--- src/rtl/core/ue2u_pkg.sv ---
`timescale 1ns / 1ps
// Shared types, character codes and helper functions for the escape decoder.
// No dependencies; compiled first.
package ue2u_pkg;

	localparam logic [7:0] CH_BSL = 8'h5C; // backslash
	localparam logic [7:0] CH_U   = 8'h75; // lowercase u

	localparam logic [15:0] CP_TWO   = 16'h0080; // first code that needs two octets
	localparam logic [15:0] CP_THREE = 16'h0800; // first code that needs three octets

	localparam logic [7:0] LEAD2    = 8'hC0;
	localparam logic [7:0] LEAD3    = 8'hE0;
	localparam logic [7:0] CONT     = 8'h80;

	localparam logic [2:0] DIGITS_MAX = 3'd4;

	// escape tracking, one-hot
	typedef enum logic [2:0] {
		PH_IDLE   = 3'b001,
		PH_HELD   = 3'b010,
		PH_DIGITS = 3'b100
	} phase_t;

	// up to four output bytes caused by one item
	typedef struct packed {
		logic [3:0][7:0] bytes;
		logic [2:0]      cnt;
	} grp_t;

	// decoder state carried from item to item
	typedef struct packed {
		phase_t      phase;
		logic [15:0] accum;
		logic [2:0]  count;
	} esc_state_t;

	function automatic grp_t grp_push(input grp_t g, input logic [7:0] b);
		grp_t r;
		r = g;
		r.bytes[g.cnt[1:0]] = b;
		r.cnt = g.cnt + 3'd1;
		return r;
	endfunction

	function automatic grp_t grp_push_code(input grp_t g, input logic [15:0] cp);
		grp_t r;
		r = g;
		if (cp < CP_TWO) begin
			r = grp_push(r, cp[7:0]);
		end else if (cp < CP_THREE) begin
			r = grp_push(r, LEAD2 | {3'b000, cp[10:6]});
			r = grp_push(r, CONT | {2'b00, cp[5:0]});
		end else begin
			r = grp_push(r, LEAD3 | {4'b0000, cp[15:12]});
			r = grp_push(r, CONT | {2'b00, cp[11:6]});
			r = grp_push(r, CONT | {2'b00, cp[5:0]});
		end
		return r;
	endfunction

	function automatic logic hex_ok(input logic [7:0] b);
		return ((b >= 8'h30) && (b <= 8'h39)) ||
		       ((b >= 8'h61) && (b <= 8'h66)) ||
		       ((b >= 8'h41) && (b <= 8'h46));
	endfunction

	function automatic logic [3:0] hex_val(input logic [7:0] b);
		logic [7:0] v;
		if (b <= 8'h39) begin
			v = b - 8'h30;
		end else if (b >= 8'h61) begin
			v = b - 8'h57;
		end else begin
			v = b - 8'h37;
		end
		return v[3:0];
	endfunction

endpackage

--- src/rtl/core/ue2u_in_if.sv ---
`timescale 1ns / 1ps
// Input channel of the escape decoder: raw text bytes with an end mark.
// No dependencies.
interface ue2u_in_if;
	logic       valid;
	logic       ready;
	logic [7:0] in_byte;
	logic       in_last;

	modport source (output valid, output in_byte, output in_last, input ready);
	modport sink   (input valid, input in_byte, input in_last, output ready);
endinterface

--- src/rtl/core/ue2u_out_if.sv ---
`timescale 1ns / 1ps
// Output channel of the escape decoder: decoded bytes with run and text marks.
// No dependencies.
interface ue2u_out_if;
	logic       valid;
	logic       ready;
	logic [7:0] out_byte;
	logic       run_last;
	logic       text_end;

	modport source (output valid, output out_byte, output run_last, output text_end,
		input ready);
	modport sink   (input valid, input out_byte, input run_last, input text_end,
		output ready);
endinterface

--- src/rtl/core/ue2u_step.sv ---
`timescale 1ns / 1ps
// Combinational decode of one byte: next escape state and the bytes it releases.
// Depends on ue2u_pkg.
module ue2u_step (
	input  ue2u_pkg::esc_state_t cur,
	input  logic [7:0]           in_byte,
	input  logic                 in_last,
	output ue2u_pkg::esc_state_t nxt,
	output ue2u_pkg::grp_t       grp
);
	import ue2u_pkg::*;

	always_comb begin
		logic [15:0] acc_n;
		logic [2:0]  cnt_n;
		esc_state_t  s;
		grp_t        g;

		s = cur;
		g = '0;
		acc_n = {cur.accum[11:0], hex_val(in_byte)};
		cnt_n = cur.count + 3'd1;

		case (cur.phase)
			PH_HELD: begin
				if (in_byte == CH_U) begin
					s.phase = PH_DIGITS;
					s.accum = '0;
					s.count = '0;
				end else begin
					g = grp_push(g, CH_BSL);
					if (in_byte == CH_BSL) begin
						s.phase = PH_HELD;
					end else begin
						s.phase = PH_IDLE;
						g = grp_push(g, in_byte);
					end
				end
			end
			PH_DIGITS: begin
				if (hex_ok(in_byte) && (cur.count < DIGITS_MAX)) begin
					s.accum = acc_n;
					s.count = cnt_n;
					if (cnt_n >= DIGITS_MAX) begin
						g = grp_push_code(g, acc_n);
						s.phase = PH_IDLE;
						s.accum = '0;
						s.count = '0;
					end
				end else begin
					// flush collected digits, then treat the byte as plain text
					if (cur.count != 3'd0) begin
						g = grp_push_code(g, cur.accum);
					end
					s.accum = '0;
					s.count = '0;
					if (in_byte == CH_BSL) begin
						s.phase = PH_HELD;
					end else begin
						s.phase = PH_IDLE;
						g = grp_push(g, in_byte);
					end
				end
			end
			default: begin
				if (in_byte == CH_BSL) begin
					s.phase = PH_HELD;
				end else begin
					s.phase = PH_IDLE;
					g = grp_push(g, in_byte);
				end
			end
		endcase

		if (in_last) begin
			if (s.phase == PH_HELD) begin
				g = grp_push(g, CH_BSL);
			end else if ((s.phase == PH_DIGITS) && (s.count != 3'd0)) begin
				g = grp_push_code(g, s.accum);
			end
			s.phase = PH_IDLE;
			s.accum = '0;
			s.count = '0;
		end

		nxt = s;
		grp = g;
	end

endmodule

--- src/rtl/core/unicode_escape_to_utf8_unit.sv ---
`timescale 1ns / 1ps
// Top level of the escape decoder: input register, decode step, output byte queue.
// Depends on ue2u_pkg, ue2u_in_if, ue2u_out_if and ue2u_step.
//
//   channel   dir  payload                          handshake
//   in_ch     in   in_byte[7:0], in_last            valid/ready
//   out_ch    out  out_byte[7:0], run_last, text_end valid/ready
//
// One item per cycle enters the input register while in_ch.ready is high; the decode
// step runs combinationally between the input register and the byte group register.
// An item yields zero to four bytes, sent one per cycle while out_ch.ready is high.
// Reset (arst_n low) clears the escape state and all valid flags. An output stall holds
// the group; the input register still takes one more item, then in_ch.ready drops until
// the group drains.
module unicode_escape_to_utf8_unit (
	input  logic      clk,
	input  logic      arst_n,
	ue2u_in_if.sink   in_ch,
	ue2u_out_if.source out_ch
);
	import ue2u_pkg::*;

	// input register
	logic       vld_s1;
	logic [7:0] byte_s1;
	logic       last_s1;

	// escape state
	esc_state_t st_q;
	esc_state_t st_nxt;

	// byte group waiting on the output
	grp_t       grp_q;
	logic       grp_vld_q;
	logic       grp_last_q;
	logic [1:0] idx_q;

	grp_t       grp_nxt;
	logic       out_fire;
	logic       grp_done;
	logic       grp_free;
	logic       adv;
	logic [2:0] idx_next;

	ue2u_step u_step (
		.cur     (st_q),
		.in_byte (byte_s1),
		.in_last (last_s1),
		.nxt     (st_nxt),
		.grp     (grp_nxt)
	);

	assign idx_next = {1'b0, idx_q} + 3'd1;
	assign out_fire = grp_vld_q && out_ch.ready;
	assign grp_done = out_fire && (idx_next == grp_q.cnt);
	assign grp_free = !grp_vld_q || grp_done;
	// advance the input register into the decode step once the group slot frees
	assign adv      = vld_s1 && grp_free;

	assign in_ch.ready = !vld_s1 || adv;

	assign out_ch.valid    = grp_vld_q;
	assign out_ch.out_byte = grp_q.bytes[idx_q];
	assign out_ch.run_last = idx_next == grp_q.cnt;
	assign out_ch.text_end = (idx_next == grp_q.cnt) && grp_last_q;

	// input register control
	always_ff @(posedge clk or negedge arst_n) begin
		if (!arst_n) begin
			vld_s1 <= 1'b0;
		end else if (in_ch.ready) begin
			vld_s1 <= in_ch.valid;
		end
	end

	// input register payload
	always_ff @(posedge clk) begin
		if (in_ch.valid && in_ch.ready) begin
			byte_s1 <= in_ch.in_byte;
			last_s1 <= in_ch.in_last;
		end
	end

	// escape state advances with each decoded item
	always_ff @(posedge clk or negedge arst_n) begin
		if (!arst_n) begin
			st_q.phase <= PH_IDLE;
			st_q.accum <= '0;
			st_q.count <= '0;
		end else if (adv) begin
			st_q <= st_nxt;
		end
	end

	// group control: load a fresh group, step through it, drop it when drained
	always_ff @(posedge clk or negedge arst_n) begin
		if (!arst_n) begin
			grp_vld_q <= 1'b0;
			idx_q     <= '0;
		end else if (adv && (grp_nxt.cnt != 3'd0)) begin
			grp_vld_q <= 1'b1;
			idx_q     <= '0;
		end else if (grp_done) begin
			grp_vld_q <= 1'b0;
			idx_q     <= '0;
		end else if (out_fire) begin
			idx_q <= idx_next[1:0];
		end
	end

	// group payload
	always_ff @(posedge clk) begin
		if (adv && (grp_nxt.cnt != 3'd0)) begin
			grp_q      <= grp_nxt;
			grp_last_q <= last_s1;
		end
	end

endmodule

--- src/flat_wrapper.sv ---
// flat-port wrapper written by rule: the top's interface ports become plain ports
module unicode_escape_to_utf8_unit_flat import ue2u_pkg::*;
  (clk, arst_n, in_ch_valid, in_ch_in_byte, in_ch_in_last, in_ch_ready, out_ch_valid, out_ch_out_byte, out_ch_run_last, out_ch_text_end, out_ch_ready);
  ue2u_in_if in_ch_i ();
  ue2u_out_if out_ch_i ();
  input  logic clk;
  input  logic arst_n;
  input wire logic [$bits(in_ch_i.valid)-1:0] in_ch_valid;
  input wire logic [$bits(in_ch_i.in_byte)-1:0] in_ch_in_byte;
  input wire logic [$bits(in_ch_i.in_last)-1:0] in_ch_in_last;
  output wire logic [$bits(in_ch_i.ready)-1:0] in_ch_ready;
  output wire logic [$bits(out_ch_i.valid)-1:0] out_ch_valid;
  output wire logic [$bits(out_ch_i.out_byte)-1:0] out_ch_out_byte;
  output wire logic [$bits(out_ch_i.run_last)-1:0] out_ch_run_last;
  output wire logic [$bits(out_ch_i.text_end)-1:0] out_ch_text_end;
  input wire logic [$bits(out_ch_i.ready)-1:0] out_ch_ready;
  assign in_ch_i.valid = in_ch_valid;
  assign in_ch_i.in_byte = in_ch_in_byte;
  assign in_ch_i.in_last = in_ch_in_last;
  assign in_ch_ready = in_ch_i.ready;
  assign out_ch_valid = out_ch_i.valid;
  assign out_ch_out_byte = out_ch_i.out_byte;
  assign out_ch_run_last = out_ch_i.run_last;
  assign out_ch_text_end = out_ch_i.text_end;
  assign out_ch_i.ready = out_ch_ready;
  unicode_escape_to_utf8_unit u_core (.clk(clk), .arst_n(arst_n), .in_ch(in_ch_i), .out_ch(out_ch_i));
endmodule
--- config.mk ---
export PLATFORM = sky130hd
export DESIGN_NAME = unicode_escape_to_utf8_unit_flat
export DESIGN_NICKNAME = d
export VERILOG_FILES = /design/src/rtl/core/ue2u_pkg.sv /design/src/rtl/core/ue2u_in_if.sv /design/src/rtl/core/ue2u_out_if.sv /design/src/rtl/core/ue2u_step.sv /design/src/rtl/core/unicode_escape_to_utf8_unit.sv /design/src/flat_wrapper.sv
export SDC_FILE = /design/constraint.sdc
export NUM_CORES = 1
export LEC_CHECK = 0
export ABC_AREA = 1
export BUFFER_PORTS_ARGS = -buffer_cell sky130_fd_sc_hd__buf_2
export CORE_MARGIN = 3
export CORE_UTILIZATION = 50
export DETAILED_ROUTE_END_ITERATION = 6
export PLACE_DENSITY = 0.76
export SLEW_MARGIN = 20
export SYNTH_ARGS = -nofsm -noshare
export SYNTH_HDL_FRONTEND = slang
export SYNTH_SLANG_ARGS = --single-unit
--- constraint.sdc ---
create_clock -name clk -period 4.4 [get_ports clk]
set_input_delay 0.22 -clock clk [delete_from_list [all_inputs] [get_ports clk]]
set_output_delay 0.22 -clock clk [all_outputs]
set_load 0.01 [all_outputs]
# Yosys cells after proc, flatten, opt, wreduce, memory -nomap -nowiden
# Index checks and enable logic that the tools add are counted.
[totals]
mem_count = 0
ram_bits = 0
elab_cells = 133
reg_bits = 71
rom_bits = 0
inputBits = 13
latch_bits = 0
output_inout_bits = 12
[classes]
muxes = 51
n_shift = 0
order_cmp = 23
addsub = 9
n_mul = 0
eq_ne = 7
reduce_logical = 26
n_div = 0
bitwise_logic = 3
[op_table]
columns = ["op", "count"]
rows = [
  ["2-to-1 mux 35 bit", 10],
  ["bitwise mux 32 bit", 7],
  ["2-to-1 mux 27 bit", 6],
  ["case mux 35 bit (2 select lines)", 1],
  ["2-to-1 mux 22 bit", 3],
  ["demux 8 bit (select 2 bit)", 4],
  ["less-than comparator 16 x 12 -> 1 bit (second input constant)", 3],
  ["less-than comparator 16 x 8 -> 1 bit (second input constant)", 3],
  ["2-to-1 mux 8 bit", 5],
  ["2-to-1 mux 19 bit", 2],
  ["case mux 19 bit (2 select lines)", 1],
  ["bitwise AND 16 bit", 1],
  ["binary-select mux 8 bit (select 2 bit)", 1],
  ["== test 8 x 7 -> 1 bit (second input constant)", 2],
  [">= comparator 8 x 7 -> 1 bit (second input constant)", 2],
  ["<= comparator 8 x 7 -> 1 bit (second input constant)", 2],
  ["NOT 16 bit", 1],
  ["OR 16 bit", 1],
  ["adder 3 x 1 -> 3 bit (second input constant)", 5],
  ["logical AND 1 bit", 15],
  ["less-than comparator 2 x 3 -> 1 bit (second input constant)", 5],
  ["nonzero test 3 bit", 4],
  ["2-to-1 mux 11 bit", 1],
  [">= comparator 2 x 1 -> 1 bit (second input constant)", 4],
  ["18 further kinds", 30],
]

# Logic depth before layout (Yosys ltp)
# Gate-level depths: netlist of the first run.
[depth]
depth_word = 30
mapped_depth = 33
mapped_depth_nobuf = 32

# Modules after synthesis
# A second synthesis of the first run with hierarchy kept.
[hier_totals]
hier_cells = 1346
hier_area_um2 = 8017.7
[by_module_without_submodules]
columns = ["module", "area_each_um2", "cells_each", "instances", "seq_area_each_um2"]
rows = [
  ["ue2u_step", 5240.0, 1114, 1, 0.0],
  ["unicode_escape_to_utf8_unit", 2777.7, 232, 1, 2003.2],
]

# Worst setup path after synthesis of the first run
# OpenSTA, ideal clock, no wires.
[synth_timing]
path_type = "register to register"
start = "reg u_core.byte_s1[0]"
end = "reg u_core.grp_last_q (enable)"
setup_slack_ps = 52
t_required_ps = 4009
setup_time_ps = 391
synth_period_minus_slack_ps = 4348
path_stages_with_launch = 32
n_path_buf = 1
arrival_time_ps = 3957
path_cell_list = "edfxtp_1 > clkinv_1 > ha_1 > inv_1 > nand2_1 > nand2_1 > nand2_1 > nand4_2 > buf_4 > inv_2 > nor2_1 > inv_1 > o21ai_1 > o211ai_1 > a22oi_1 > ha_1 > inv_1 > nand4_1 > nand3_1 > nand2_1 > nand2_1 > nand2_1 > nand2_1 > nand2_1 > nand2_1 > nand2_1 > nand2_1 > nand3_1 > nand2_1 > nand2_1 > nand2_2 > inv_1"
[synth_via]
elab_chain_cells = 19
elab_cells_between_ends = 53
cone_classes = "6 x add/sub; 10 x order compare; 4 x eq/ne; 23 x mux; 10 x reduce/logical"
[synth_rtl]
columns = ["item", "line", "rtl"]
rows = [
  ["start, declared", "unicode_escape_to_utf8_unit.sv:25", "logic [7:0] byte_s1;"],
  ["start signal, assigned", "unicode_escape_to_utf8_unit.sv:79", "byte_s1 <= in_ch.in_byte;"],
  [">= comparator 8 x 7 -> 1 bit or subtractor 4 x 3 -> 4 bit (tied branches)", "--", ""],
  ["2-to-1 mux 4 bit", "ue2u_pkg.sv:72", "end else if (b >= 8'h61) begin"],
  ["2-to-1 mux 4 bit", "ue2u_pkg.sv:70", "if (b <= 8'h39) begin"],
  ["less-than comparator 16 x 12 -> 1 bit", "ue2u_pkg.sv:51", "end else if (cp < CP_THREE) begin"],
  ["2-to-1 mux 27 bit", "ue2u_pkg.sv:51", ""],
  ["2-to-1 mux 27 bit", "ue2u_pkg.sv:49", "if (cp < CP_TWO) begin"],
  ["2-to-1 mux 27 bit", "ue2u_step.sv:44", "if (cnt_n >= DIGITS_MAX) begin"],
  ["2-to-1 mux 35 bit", "ue2u_step.sv:41", "if (hex_ok(in_byte) && (cur.count < DIGITS_MAX)) begin"],
  ["case mux 35 bit (2 select lines)", "ue2u_step.sv:24", "case (cur.phase)"],
  ["adder 3 x 1 -> 3 bit (3 in a row)", "ue2u_pkg.sv:42", "r.cnt = g.cnt + 3'd1;"],
  ["2-to-1 mux 35 bit", "ue2u_pkg.sv:51", ""],
  ["2-to-1 mux 35 bit", "ue2u_pkg.sv:49", ""],
  ["2-to-1 mux 35 bit", "ue2u_step.sv:78", "end else if ((s.phase == PH_DIGITS) && (s.count != 3'd0)) begin"],
  ["2-to-1 mux 35 bit", "ue2u_step.sv:76", "if (s.phase == PH_HELD) begin"],
  ["2-to-1 mux 35 bit *", "ue2u_step.sv:75", "if (in_last) begin"],
  ["nonzero test 3 bit *", "unicode_escape_to_utf8_unit.sv:113", "if (adv && (grp_nxt.cnt != 3'd0)) begin"],
  ["logical AND 1 bit *", "unicode_escape_to_utf8_unit.sv:113", ""],
  ["end signal, assigned", "unicode_escape_to_utf8_unit.sv:115", "grp_last_q <= last_s1;"],
  ["end, declared", "unicode_escape_to_utf8_unit.sv:35", "logic grp_last_q;"],
]
# Every way passes the cells marked *; elsewhere a longest branch is shown, timed or not.
# A chain may end at the register's enable or synchronous reset.

# Worst setup path after layout of the first run
[layout_timing]
start = "reg u_core.st_q[11] (netlist bit)"
end = "reg u_core.grp_q[1] (netlist bit) (enable)"
[layout_via]
elab_chain_cells = 20
elab_cells_between_ends = 32
cone_classes = "4 x add/sub; 6 x order compare; 20 x mux; 2 x reduce/logical"
[layout_rtl]
columns = ["item", "line", "rtl"]
rows = [
  ["start, declared", "unicode_escape_to_utf8_unit.sv:29", "esc_state_t st_q;"],
  ["start signal, assigned", "unicode_escape_to_utf8_unit.sv:91", "st_q <= st_nxt;"],
  ["less-than comparator 16 x 12 -> 1 bit", "ue2u_pkg.sv:51", ""],
  ["2-to-1 mux 27 bit", "ue2u_pkg.sv:51", ""],
  ["2-to-1 mux 27 bit", "ue2u_pkg.sv:49", ""],
  ["2-to-1 mux 27 bit", "ue2u_step.sv:52", "if (cur.count != 3'd0) begin"],
  ["2-to-1 mux 35 bit", "ue2u_step.sv:41", ""],
  ["2-to-1 mux 35 bit", "ue2u_step.sv:24", ""],
  ["adder 3 x 1 -> 3 bit", "ue2u_pkg.sv:42", ""],
  ["2-to-1 mux 35 bit", "ue2u_step.sv:57", "if (in_byte == CH_BSL) begin"],
  ["(+2 left out)", "--", ""],
  ["adder 3 x 1 -> 3 bit (3 in a row)", "ue2u_pkg.sv:42", ""],
  ["2-to-1 mux 35 bit", "ue2u_pkg.sv:51", ""],
  ["2-to-1 mux 35 bit", "ue2u_pkg.sv:49", ""],
  ["2-to-1 mux 35 bit", "ue2u_step.sv:78", ""],
  ["2-to-1 mux 35 bit", "ue2u_step.sv:76", ""],
  ["2-to-1 mux 35 bit *", "ue2u_step.sv:75", ""],
  ["nonzero test 3 bit *", "unicode_escape_to_utf8_unit.sv:113", ""],
  ["logical AND 1 bit *", "unicode_escape_to_utf8_unit.sv:113", ""],
  ["end signal, assigned", "unicode_escape_to_utf8_unit.sv:114", "grp_q <= grp_nxt;"],
  ["end, declared", "unicode_escape_to_utf8_unit.sv:33", "grp_t grp_q;"],
]
# Every way passes the cells marked *; elsewhere a longest branch is shown, timed or not. The select of a mux whose other input is x is not followed.

==> results.ini, run 1 <==
[die]
dieHeight_um = 123.8
initial_utilization_pct = 51.80
core_um2 = 13400
ios = 25
die_w_um = 123.8
dieArea_um2 = 15330
rows = 42

[place]
dp_hpwl_mm = 22.18
port_buffers = 24
placedInstanceArea_um2 = 7452
gp_congestion = 1.079
placed_cells = 1293

[cells_and_area]
seqCellArea_um2 = 2003
layout_common_cells = nand2_1, o21ai_0, inv_1, nor2_1, nand3_1
nFillCells = 1352
final-instance-count-excl-fill = 1317
drive_gt1_share_pct = 12.55
nets = 1162
syn_to_final_growth_pct = 13.73
multi_input_area_um2 = 4204
layout_commonest_cell = nand2_1
design_area_um2 = 7895

[timing]
fin_crit_sh_pct = 92.74
hold_viol = 0
tightest_slew_ns = 0.9258
fin_crit_ns = 4.080
finalClockSkew_ns = 0.009819
slew_violations = 0
setup_viol_count_final = 0
finalSetupTns_ns = 0
fmax_ghz = 0.2451
slew_headroom_pct = 37.63

[worst_setup_path]
critical_path.max_fanout = 18
slowest_delay_ns = 0.40
required_ns = 4.45
cpMaxStageDelayCell = dfrtp_1
cp-start-kind = flip-flop
crit_arrival_ns = 4.13
crit_path_frequent_cell = nand2_1
end_kind = flip-flop
crit_type = flip-flop to flip-flop

[drt]
drt_iter0_drc = 1336
vias = 8251
routed_wl_mm = 28.93
wl_met2_mm = 11.85
highest_layer = met5
wl_per_cell_um = 21.97
met1_length_mm = 11.36
vias_per_cell = 6.265
drc = 0
drt_first_pass_iters = 6
met3_length_mm = 4.122
final_antenna_net_count = 0

[power]
power_mw = 6.259
peakVddDrop_mv = 1.086
pwr_density_cell_nw_per_um2 = 792.8
static-leakage-power_nw = 3.463

[synthesis]
async_flop_share_pct = 36.62
yosys_warnings = 0
synth_top_flop_cell = edfxtp_1
seq_area_frac_synth_pct = 28.86
ys_ff_latch = 71
synth_fp_nets = 1120
syn_area_per_cell_um2 = 6.357
synth_edf_count = 45
synth.cell_area_um2 = 6942
synth_cell_types = 54
synthCells = 1092

[global_route]
grt_use_total_pct = 38.46
grt_pass1_vias = 7397
grt_pass1_wl_mm = 43.68
gr-total-overflow = 0
antenna_found_initial = 3
grt_start_max_net_pins = 37

[clock_tree]
cts_buffer_depth = 2
clk_pin_slew_ns = 0.06
clk_latency_ns = 0.35
cts_tree = yes
htreeDepth = 3
cts_made_buffers = 9
cts_root_buf = clkbuf_16
numClockSinks = 71

[flow_run]
drv_cap = 0

[status]
outcome = completed

[min_path]
min_path_type = primary input to flip-flop

## sequential cells by signal, indices dropped and copies added (netlist names)
| register | count |
|---|---|
| u_core.out_ch.valid | 1 |
| u_core.vld_s1 | 1 |
| u_core.grp_last_q | 1 |
| u_core.idx_q | 2 |
| u_core.last_s1 | 1 |
| u_core.st_q | 22 |
| u_core.grp_q | 35 |
| u_core.byte_s1 | 8 |
## worst paths after layout
kind                                             start                          end  slack, ns  cells past startpoint
setup / recovery           u_core.st_q[11]$_DFFE_PN0P_    u_core.grp_q[1]$_DFFE_PP_       0.32                     28
hold / removal                           in_ch_in_last     u_core.last_s1$_DFFE_PP_       0.05                      1
setup reg to reg           u_core.st_q[11]$_DFFE_PN0P_    u_core.grp_q[1]$_DFFE_PP_       0.32                     28
min in group asynchronous                       arst_n  u_core.st_q[10]$_DFFE_PN0P_       0.44                      2
max in group asynchronous                       arst_n  u_core.idx_q[1]$_DFFE_PN0P_       3.55                      2
hold reg to reg            u_core.st_q[19]$_DFFE_PN1P_  u_core.st_q[19]$_DFFE_PN1P_       0.55                      2
## metrics by stage
step / setup slack (ns) / hold slack, ns / utilization (%)
5_1_grt: -0.02786 / 0.03858 / 58.88
4_1_cts: 0.1536 / 0.03718 / 58.21
2_1_floorplan: 0.05219 / -0.07559 / -
3_5_place_dp: 0.1873 / 0.2720 / 55.61
6_report: 0.3195 / 0.04609 / 58.92
3_3_place_gp: 0.3480 / 0.2705 / 55.61
## cell families after synthesis
group	count (synthesis)	share of synthesized area (%)
AO/OA/AOI/OAI	312	25.67
adder cells (fa/ha/maj)	15	2.704
AND/OR/NAND/NOR	494	30.68
XOR/XNOR	8	1.118
buffers and inverters	192	10.98
flip-flops	71	28.86
## worst max-delay path, delay by kind of cell, from the launching register on
| family | cells | cell delay, ns |
|---|---|---|
| flops | 1 | 0.40 |
| fa+ha+maj | 2 | 0.52 |
| buf+inv | 5 | 0.66 |
| simple gates | 20 | 1.95 |
| compound gates | 1 | 0.23 |
## cell usage after synthesis (2+ instances only)
cell type	count	area [µm²]
a211oi_1	3	22.52
a21o_1	2	15.01
a21oi_1	65	325.3
a221oi_1	2	17.52
a22oi_1	5	37.54
a31oi_1	3	18.77
buf_1	5	18.77
buf_2	9	45.04
buf_4	3	22.52
buf_6	2	22.52
clkbuf_1	31	116.4
clkinv_1	2	7.510
dfrtp_1	25	625.6
edfxtp_1	45	1351
ha_1	15	187.7
inv_1	129	484.2
inv_2	9	33.78
nand2_1	273	1025
nand2_2	6	37.54
nand2_4	3	33.78
nand3_1	69	345.3
nand3_2	2	20.02
nand3b_1	2	15.01
nand4_1	5	31.28
nor2_1	109	409.1
nor2_2	4	25.02
nor2_4	4	45.04
nor3_1	10	50.05
nor3_2	2	20.02
o2111ai_1	2	17.52
o211ai_1	24	180.2
o21ai_0	139	695.7
o21ai_1	9	45.04
o21ai_2	2	17.52
o221ai_1	8	70.07
o22ai_1	38	237.7
o31ai_1	4	30.03
xnor2_1	2	17.52
xor2_1	5	43.79
## final cells by class
class	count	area share, %
multi-input cells	829	53.25
repair buffers	81	7.401
clock buffers	10	2.900
diodes	2	0.06339
inverters	142	6.846
well taps	176	2.789
flip-flops and latches	71	25.37
clock inverters	6	1.379
## power breakdown
part	switching [mW]	internal (mW)	leakage (nW)
clock network	0.283	0.552	0.156
registers	0.167	0.950	0.766
logic	3.02	1.28	2.54
## layer usage
metal / up-vias / GRT usage (%)
met5: - / 0
met4: 2 / 18.89
met3: 112 / 11.94
met2: 669 / 54.51
met1: 3704 / 52.85
li1: 3764 / -
## timing repair
action                                  CTS  global route
endpoints found under the setup margin    0            44
hold buffers                              1             0
setup buffers                             0             4
resized for setup                         0            14
hold endpoints to repair                 25             0
No activity file was read; power rests on OpenSTA's default activity.
==> run 2, diff against run 1 <==
CORE_MARGIN = not set   (was 3)
==> run 2 against run 1 <==
  * The flow now finishes with violations (design-rule violations)
  * Sequential share of layout area is 0.22 points lower
  * Sequential power about the same
  * Worst hold slack improved by 0.0039 ns
  * Cell area up 0.87%
  * Sequential cell count stayed put
  * Via count rose by 2.5%
  * Die area down 6.4%
  * Worst setup slack worse by 0.067 ns
  * Non-clock buffer count increased by 7
  * Critical path type unchanged
==> results.ini, run 2 (synthesis results as in run 1) <==
[die]
rows = 42
core_um2 = 13400
ios = 25
die_w_um = 119.8
dieArea_um2 = 14360
dieHeight_um = 119.8
initial_utilization_pct = 51.80

[drt]
routed_wl_mm = 30.00
final_antenna_net_count = 0
drc = 1
drt_iter0_drc = 1302
vias = 8459
wl_per_cell_um = 22.67
vias_per_cell = 6.394
drt_first_pass_iters = 7

[clock_tree]
cts_buffer_depth = 2
numClockSinks = 71
cts_made_buffers = 9
cts_root_buf = clkbuf_16
htreeDepth = 3
clk_latency_ns = 0.35
clk_pin_slew_ns = 0.06
cts_tree = yes

[status]
outcome = finished, violations left
violations = design-rule violations

[global_route]
grt_use_total_pct = 42.37
grt_pass1_vias = 7649
grt_pass1_wl_mm = 45.15
gr-total-overflow = 0
grt_start_max_net_pins = 37
antenna_found_initial = 1

[worst_setup_path]
cp-start-kind = flip-flop
required_ns = 4.46
slowest_delay_ns = 0.49
worstPathBufferInverterCount = 5
r2r_start = u_core.st_q[18]$_DFFE_PN0P_
cpMaxStageDelayCell = o21ai_0
cp-startpoint = u_core.st_q[18]$_DFFE_PN0P_
crit_chain = inv_1 > nand4_1 > nor2_1 > inv_1 > o21ai_2 > inv_1 > ha_1 > o221ai_1 > nand2_2 > inv_1 > ha_1 > clkinv_1 > nor2_1 > a21oi_1 > o21ai_0 > a21oi_1 > o21ai_0
crit_path_frequent_cell = inv_1
end_kind = flip-flop
crit_arrival_ns = 4.21
crit_type = flip-flop to flip-flop
critical_path.max_fanout = 14
crit_family = compound AO/OA/AOI/OAI gates

[min_path]
min_path_type = primary input to flip-flop
hp-start = in_ch_in_byte[2]

[place]
port_buffers = 24
gp_congestion = 1.115
placedInstanceArea_um2 = 7502
dp_hpwl_mm = 22.59

[cells_and_area]
nets = 1169
seqCellArea_um2 = 2003
multi_input_area_um2 = 4210
drive_gt1_share_pct = 13.00
largest-register = u_core.grp_q
largest_reg_flops = 35
design_area_um2 = 7964
nFillCells = 1309
reg.largest.list = u_core.grp_q x35, u_core.st_q x22, u_core.byte_s1 x8
syn_to_final_growth_pct = 14.73
layout_commonest_cell = nand2_1
layout_common_cells = nand2_1, o21ai_0, inv_1, nor2_1, nand3_1

[timing]
fin_worst_hold_slack_ns = 0.04997
hold_viol = 0
setup_viol_count_final = 0
tightest_slew_ns = 0.8736
grt_setup_unrepaired = no
finalSetupTns_ns = 0
fin_crit_ns = 4.147
finalClockSkew_ns = 0.01451
fmax_ghz = 0.2411
slew_headroom_pct = 41.15
fin_crit_sh_pct = 94.25
slew_violations = 0

[power]
static-leakage-power_nw = 3.516
peakVddDrop_mv = 0.4620
pwr_density_cell_nw_per_um2 = 792.1
power_mw = 6.308

[flow_run]
drv_cap = 0

run 2: cell count changes in the layout (fill, tap and decap cells not counted), sizes merged:
cell	delta
diode	-1
clkinv	+1
buf	+7
clkinvlp	-2
inv	+1
run 2: worst reg2reg max path: cells and delay by family, from the launching register on:
family	cells	cell delay (ns)
adders and majority gates	2	0.54
AOI/OAI and AO/OA	6	1.20
DFF	1	0.39
buffers and inverters	5	0.89
and+or+nand+nor	4	0.82
run 2: what timing repair did:
item | in CTS | in global routing
hold endpoints to repair | 25 | 0
endpoints found under the setup margin | 0 | 40
hold buffers | 1 | 0
setup buffers | 0 | 6
gates resized for setup | 0 | 13
run 2: path summary, 6_finish.rpt:
kind / endpoint / slack, ns / cells past startpoint
min reg2reg: u_core.st_q[19]$_DFFE_PN1P_ / 0.54 / 2
min: u_core.byte_s1[2]$_DFFE_PP_ / 0.05 / 1
max in group asynchronous: u_core.st_q[2]$_DFFE_PN0P_ / 3.49 / 2
max: u_core.grp_q[5]$_DFFE_PP_ / 0.25 / 17
max reg2reg: u_core.grp_q[5]$_DFFE_PP_ / 0.25 / 17
min in group asynchronous: u_core.idx_q[0]$_DFFE_PN0P_ / 0.44 / 2
run 2: through the flow:
stage          cells  util, %  setup slack (ns)
3_5_place_dp    1298    55.99            0.2121
4_1_cts         1315    58.59            0.1639
6_report        1323    59.43            0.2528
5_1_grt         1322    59.41          0.001109
2_1_floorplan   1092        -           0.05219
3_3_place_gp    1298    55.99            0.2798
run 2: layout make-up:
| cell class | instances | share of cell area [%] |
|---|---|---|
| antenna | 1 | 0.03142 |
| multi-input combinational | 829 | 52.87 |
| clock buffer | 10 | 2.875 |
| inverter | 142 | 6.771 |
| sequential | 71 | 25.15 |
| timing repair buffer | 88 | 8.154 |
| clock inverter | 6 | 1.383 |
| tap | 176 | 2.765 |
run 2: power breakdown:
part           total, mW  switching [mW]  internal (mW)  leakage [nW]
Combinational       4.37            3.07           1.30          2.59
Clock              0.840           0.287          0.553         0.160
Sequential          1.09           0.143          0.951         0.766
run 2: layer usage:
| metal | wire (µm) | GRT usage (%) | share of wire (%) |
|---|---|---|---|
| met1 | 11640 | 57.74 | 39 |
| met2 | 12580 | 61.67 | 42 |
| met3 | 4009 | 9.363 | 13 |
| met4 | 1767 | 24.14 | 5.9 |
| met5 | 0 | 0 | 0 |
